### src/hdl/sdts_ram.sv
// ----------------------------------------------------------------------------
// sdts_ram
// Generic simple dual-port RAM: one write port, one read port with
// registered read data.
// ----------------------------------------------------------------------------
module sdts_ram #(
  parameter int WIDTH = 8,
  parameter int DEPTH = 16
) (
  input  logic                     clk,
  input  logic                     wr_en,
  input  logic [$clog2(DEPTH)-1:0] wr_addr,
  input  logic [WIDTH-1:0]         wr_data,
  input  logic                     rd_en,
  input  logic [$clog2(DEPTH)-1:0] rd_addr,
  output logic [WIDTH-1:0]         rd_data
);

  logic [WIDTH-1:0] mem [DEPTH];

  always_ff @(posedge clk) begin
    if (wr_en) begin
      mem[wr_addr] <= wr_data;
    end
    if (rd_en) begin
      rd_data <= mem[rd_addr];
    end
  end

endmodule

### config.mk
export PLATFORM = sky130hd
export DESIGN_NAME = sdts_ram
export DESIGN_NICKNAME = d
export VERILOG_FILES = /design/src/hdl/sdts_ram.sv
export SDC_FILE = /design/constraint.sdc
export NUM_CORES = 1
export LEC_CHECK = 0
export ABC_AREA = 1
export BUFFER_PORTS_ARGS = -buffer_cell sky130_fd_sc_hd__buf_2
export CAP_MARGIN = 15
export CORE_MARGIN = 2
export CORE_UTILIZATION = 45
export DETAILED_ROUTE_END_ITERATION = 8
export HOLD_SLACK_MARGIN = 0.1
export MAX_ROUTING_LAYER = met4
export PLACE_DENSITY = 0.71
export SYNTH_ARGS = -nofsm -noshare
export SYNTH_HDL_FRONTEND = slang
export SYNTH_SLANG_ARGS = --single-unit
### constraint.sdc
create_clock -name clk -period 1.55 [get_ports clk]
set_clock_uncertainty 0.2 [all_clocks]
set_input_delay 0.2325 -clock clk [delete_from_list [all_inputs] [get_ports clk]]
set_output_delay 0.2325 -clock clk [all_outputs]
set_load 0.01 [all_outputs]
==> out/summary.md, run 1 <==
The count of fill cells added during filler insertion was 1,067; the number of global-route vias before repair was 3,812. Net count of the finished layout: 623. By area the synthesized netlist is led by edfxtp_1 70%, nand2_1 11%, nand3_1 8.3%, inv_1 6.4%, buf_6 1.2%. The final worst-path cycle share is 0.9238, and the wire length of the first global-routing pass is 20,290 µm. The kind of cell adding the most delay to the critical path is flip-flops. The net count after synthesis was 570. The area added between synthesis and finish came out at 17.12%.

The count of mapped cells out of synthesis was 551; the number of nets still failing antenna checks after routing was 0. Summed over all cells, the static leakage comes to 2.950 nW. Clock-pin slew was measured on the worst setup and hold paths at 0.05 ns. The share of the yosys chip area belonging to registers is 0.6985. For the worst setup path, the data arrival time is 1.00 ns.

The run gives 0.19 ns as the flop-to-flop setup slack. The run finished with clean final reports. The startpoint identified for the worst hold timing path is rd_addr[3].

The share of the core filled with cells in the final layout is 0.5404. The worst max-slew margin expressed relative to the limit is 0.6049. The highest net fanout along the worst path was 1; the final-report max-slew violation count was 0.

The logs give 1.12 ns for the required time of the worst setup path and 0 for the count of cells resized by post-cts repair. TritonCTS sink count: 136. The kind of path behind the tightest hold check is in2reg.

The H-tree depth is 4. Counting instances, the worst hold path has a depth of 4. Warning count from the yosys run: 0. The footprint of the multi-input gates is 1214 µm², and the average wire per cell in the routed design is 16.02 µm. The violation count after the first detailed-routing iteration is 571, and the count of buffers from port buffering is 26.

Element type at the critical path end: a primary output. The post-detailed-route via-to-cell ratio was 4.902. 27 I/O pins were placed. The number of setup buffers added after CTS is 0. For the top achievable clock speed, the log shows 698.4 MHz.

The number of placement rows is 41. The distinct cell type count of the synthesized netlist is 11, and the number of antenna repair diodes is 0. The share of layout cells above drive strength 1 is 0.1135. Counting the buffers created by CTS gives 17.

The mapped netlist covers 5847 µm². The die is 118.0 µm tall. Entering global routing, the biggest net connects 65 pins.

The critical path's slowest cell was edfxtp_1. The final wirelength came out at 12,640 µm. The number of detailed-route iterations in the first pass came out at 5.

The worst register-to-register path begins at mem[7][1]. In the final layout, flip-flops and latches occupy 4084 µm². TritonCTS built the clock tree. For the number of max-cap violations, the log shows 0.

Number of hold violations in the final report: 0. Once placement completed, the tool counted placed cells totaling 748. For hold timing, the worst endpoint is rd_data[1]. The maximum root-to-sink buffer count was 2; the fraction of post-synthesis cell area in the top cell type by area was 0.6985. Setup violations remaining at the end of the flow were counted as 0. The overall routing resource usage was 0.2003; the floorplan core area was 12,670 µm².

The worst register-to-register path has a depth of 6. The count of non-filler cells in the finished layout was 789; the placer's final routability congestion estimate was 0.8606. In this run, post-CTS hold repair placed 9 buffers. The biggest area contributor in the post-synthesis netlist is edfxtp_1. The clock insertion delay at the later pin of the skew report was 0.41 ns.

Averaged over all synthesized cells, the footprint is 10.61 µm². The worst register-to-register path ends at rd_data[1]. Walking the worst path, the cells encountered are buf_2. STA classifies the critical path startpoint as a register. The floorplan step defined a die boundary enclosing 13,920 µm². The tools report the starting utilization of the core area as 0.4614. The count of buffering cells on the critical path with inverters included is 1, and the total congestion overflow is 0.

The floorplan step set the die width to 118.0 µm. After detailed routing, the number of remaining DRC violations is 0. CTS placed an instance of clkbuf_16 at the clock tree root. For the initial antenna violation count, the log shows 0. The stage delay of the slowest cell on the critical path is 0.42 ns, and the total of flip-flops plus latches after synthesis is 136.

The HPWL after detailed placement is 7822 µm, and the maximum resistive drop on vdd is 0.0007001 V. The clock period could shrink to 1.432 ns. For the pin with the worst max-slew slack, the measured transition is 0.5918 ns.

Setup repair after global routing left no endpoint under its margin. Type of the setup path with the least slack: reg2out. The power per cell area works out to 1199 nW/µm². The run gives 3,868 as the count of vias placed by the detailed router.
synthesized netlist by cell type, drive strengths merged:
cell,count
nand3b,2
edfxtp,136
nand2,173
nor2,17
nand3,97
buf,24
inv,102
stage by stage:
step	setup slack [ns]	hold WS, ns	TNS (ns)	power [W]	instance area, µm²
finish	0.1181	0.1332	0	0.008212	6848
global route	0.06601	0.1570	0	0.008491	6848
CTS	0.1132	0.1091	0	0.008268	6848
detailed placement	-0.07979	0.4108	-0.4430	0.004753	6248
global placement	-0.07940	0.4092	-0.4001	0.004743	6248
floorplan	0.1667	0.1314	0	0.004538	5847
per-layer routing:
layer | GRT usage | vias to the layer above | share of wire
met5 | - | - | 0
met4 | 0.06852 | 0 | 0.013
met3 | 0.05572 | 13 | 0.067
met2 | 0.3158 | 130 | 0.49
met1 | 0.2506 | 1834 | 0.43
li1 | - | 1891 | -
cells by family after synthesis:
kind of cell / Yosys count / synth area share
simple gates: 289 / 0.2076
flops: 136 / 0.6985
buf+inv: 126 / 0.09394
cell type report:
| class | instances | share of cell area |
|---|---|---|
| multi-input cells | 289 | 0.1772 |
| well taps | 172 | 0.03143 |
| clock inverters | 6 | 0.007309 |
| clock buffers | 26 | 0.06706 |
| repair buffers | 58 | 0.06468 |
| flip-flops and latches | 136 | 0.5964 |
| inverters | 102 | 0.05591 |
flip-flops by register name, summed over array words and instances, names as in the netlist:
name and flops:
rd_data 8, mem 128
placed cells by master (no fill, tap or decap), types with 9 or more instances in the layout:
cell type / count
nand2_1: 173
nand3_1: 97
buf_4: 19
clkbuf_1: 9
nor2_1: 17
inv_1: 100
dlygate4sd3_1: 9
edfxtp_1: 136
clkbuf_16: 17
buf_2: 26
power breakdown:
group / internal, W / switching [W]
registers: 0.00415 / 0.0000233
clock network: 0.00218 / 0.00133
logic: 0.000172 / 0.000359
total: 0.00650 / 0.00172
worst max path at each step:
| stage | from | end | slack [ns] | depth (start not counted) |
|---|---|---|---|---|
| after CTS | rd_data[7] | rd_data[7] | 0.11 | 1 |
| final | rd_data[2] | rd_data[2] | 0.12 | 1 |
| after detailed placement | rd_addr[0] | rd_data[1] | -0.08 | 7 |
| after global routing | mem[7][6] | rd_data[6] | 0.07 | 6 |
| after global placement | rd_addr[1] | rd_data[3] | -0.08 | 6 |
| after floorplan | wr_addr[2] | mem[10][0] | 0.17 | 2 |
Power figures use the tool's default switching activity.
==> run 2: changes to the inputs <==
--- a/config.mk
+++ b/config.mk
@@ -15,4 +15,5 @@
 export MAX_ROUTING_LAYER = met4
 export PLACE_DENSITY = 0.71
+export RECOVER_POWER = 25
 export SYNTH_ARGS = -nofsm -noshare
 export SYNTH_HDL_FRONTEND = slang
==> constraint.sdc (replaced) <==
create_clock -name clk -period 1.78 [get_ports clk]
set_clock_uncertainty 0.2 [all_clocks]
set_input_delay 0.267 -clock clk [delete_from_list [all_inputs] [get_ports clk]]
set_output_delay 0.267 -clock clk [all_outputs]
set_load 0.02 [all_outputs]
==> run 2 against run 1 <==
- worst setup slack improved by 0.19 ns
- sequential power decreased by 13%
- worst hold slack improved by 0.043 ns
- routed wire length decreased by 1.4%
- sequential cell count unchanged
- global-route usage decreased by 0.46 points
- critical path type is now in2reg
- largest cell class unchanged
==> out/summary.md, run 2 (same netlist as run 1, synthesis figures left out) <==
The count of cells resized by post-cts repair is 0, and the top achievable clock speed is 678.9 MHz. The final worst-path cycle share works out to 0.8275. Clock-pin slew was measured on the worst setup and hold paths at 0.06 ns. For the finished layout, the period the worst path requires is 1.473 ns. The final wirelength was 12,470 µm; the post-CTS setup buffer count was 0. The met2 routing resource usage after global routing was 0.3020; the number of hold violations in the final report was 0. TritonCTS built the clock tree. The commonest non-fill, non-tap cell in the layout was nand2_1. The tools report the number of antenna repair diodes as 0. Setup repair after global routing left no endpoint under its margin.

The average wire per cell in the routed design was 15.88 µm; the maximum number of pins on one net before global-route repair was 65. Summed over all failing endpoints, the final setup total negative slack is 0 ns. Overall power consumption after layout is estimated at 0.007302 W. CTS built an H-tree with a depth of 4. The tightest min-delay check is of the in2reg type. The floorplan core area is 12,670 µm². The area added between synthesis and finish is 16.91%, and the number of max-cap violations is 0. During I/O placement, the number of pins put on the boundary was 27. The logs give 0.4614 for the starting utilization of the core area and 0 for the initial antenna violation count. The number of global-route vias before repair came out at 3,787. The final-report max-slew violation count is 0. The HPWL after detailed placement is 7792 µm. In this run the tool buffered the top-level ports with 26 buffer cells. The root buffer cell chosen for the clock tree is clkbuf_16. For this run the aggregate overflow at the end of global routing stands at 0. The later pin in the worst-skew pair is clocked with a latency of 0.41 ns.

The TritonCTS sink count was 136; the maximum resistive drop on vdd was 0.0005649 V. The net count of the finished layout came out at 620. The worst setup path is captured at a register. The number of detailed-route iterations in the first pass is 5. The clock buffer count from CTS came out at 17. The run finished with clean final reports. The count of vias placed by the detailed router came out at 3,856. The logs give 19,800 µm for the wire length of the first global-routing pass and 1.43 ns for the data arrival time of the worst path. Type of the setup path with the least slack: in2reg. In this run the horizontal extent of the chip is 118.0 µm. After detailed routing, the number of remaining DRC violations is 0. The violation count after the first detailed-routing iteration is 419. The longest clock path from root to sink contains 2 buffers.

The run gives 0.3459 as the worst max-slew margin expressed relative to the limit. Power spread over the standard cell area amounts to 1068 nW/µm². The floorplan step defined a die boundary enclosing 13,920 µm². Along the worst path, the maximum fanout reaches 9. The tools report the routing usage on met3 as 0.04360. At the end of routability-driven placement, the weighted congestion stood at 0.8424. The post-detailed-route via-to-cell ratio is 4.912. The logs give 0.1956 for the overall routing resource usage and 1.74 ns for the required time of the worst setup path. The die is 118.0 µm tall. In the final layout, the registers with the most flip-flops are mem x128, rd_data x8. Fill cells in the final layout number 1,080.

Top register by number of flip-flops: mem. In the layout the commonest cells are 173 x nand2_1, 136 x edfxtp_1, 100 x inv_1. In this run the static leakage power is 2.935 nW. For the pin with the worst max-slew slack, the measured transition is 0.9811 ns. Share of layout cells above drive strength 1: 0.1109.

The busiest metal layer after global routing is met2. The tools report the met1 track demand over resource as 0.2439. Setup violations remaining at the end of the flow were counted as 0.

The flip-flop count of the largest register, all copies and words added came out at 128. The run gives 7 as the post-cts hold buffer count. Category of the worst setup path launch point: an input pin.

The number of nets still failing antenna checks after routing is 0. The floorplan has 41 rows.
[run 2: path summary, 6_finish.rpt]
path                end  cells after the start  startpoint  slack (ns)
max reg2reg  rd_data[7]                      6  mem[13][7]        0.41
min reg2reg  rd_data[3]                      6  mem[15][3]        0.55
min          rd_data[3]                      4  rd_addr[2]        0.18
max          rd_data[3]                      5  rd_addr[3]        0.31
[run 2: metal layers]
metal / share of wire / routed length [µm] / vias up
met2: 0.49 / 6059 / 118
met3: 0.048 / 604 / 28
met4: 0.034 / 420 / 0
met1: 0.43 / 5383 / 1828
li1: - / - / 1882
met5: 0 / 0 / -
[run 2: worst max-delay path, stage by stage]
cell	delay [ns]
dlygate4sd3_1	0.53
buf_2	0.21
inv_1	0.17
nand3_1	0.18
nand2_1	0.07
[run 2: report_power, final]
part / switching (W) / total (W) / internal (W)
sequential: 0.0000177 / 0.00363 / 0.00361
clock: 0.00120 / 0.00321 / 0.00201
combinational: 0.000321 / 0.000464 / 0.000142
total: 0.00154 / 0.00730 / 0.00577
[run 2: metrics by stage]
stage                       util  setup WS, ns  hold WS [ns]  std cells  area (µm²)
after global routing      0.5394        0.2500        0.1969        785        6835
after CTS                 0.5408        0.3269        0.1060        785        6853
after detailed placement  0.4925       0.05976        0.4222        747        6241
after global placement    0.4925        0.1037        0.4229        747        6241
after floorplan                -        0.3622        0.1659        551        5847
final                     0.5394        0.3071        0.1764        785        6835
[run 2: layout make-up]
type / count / area, µm² / share of cell area
sequential: 136 / 4084 / 0.5975
multi-input combinational: 289 / 1214 / 0.1776
clock buffer: 18 / 429.2 / 0.06279
timing repair buffer: 55 / 397.9 / 0.05821
inverter: 102 / 382.9 / 0.05601
tap: 172 / 215.2 / 0.03148
clock inverter: 13 / 112.6 / 0.01647
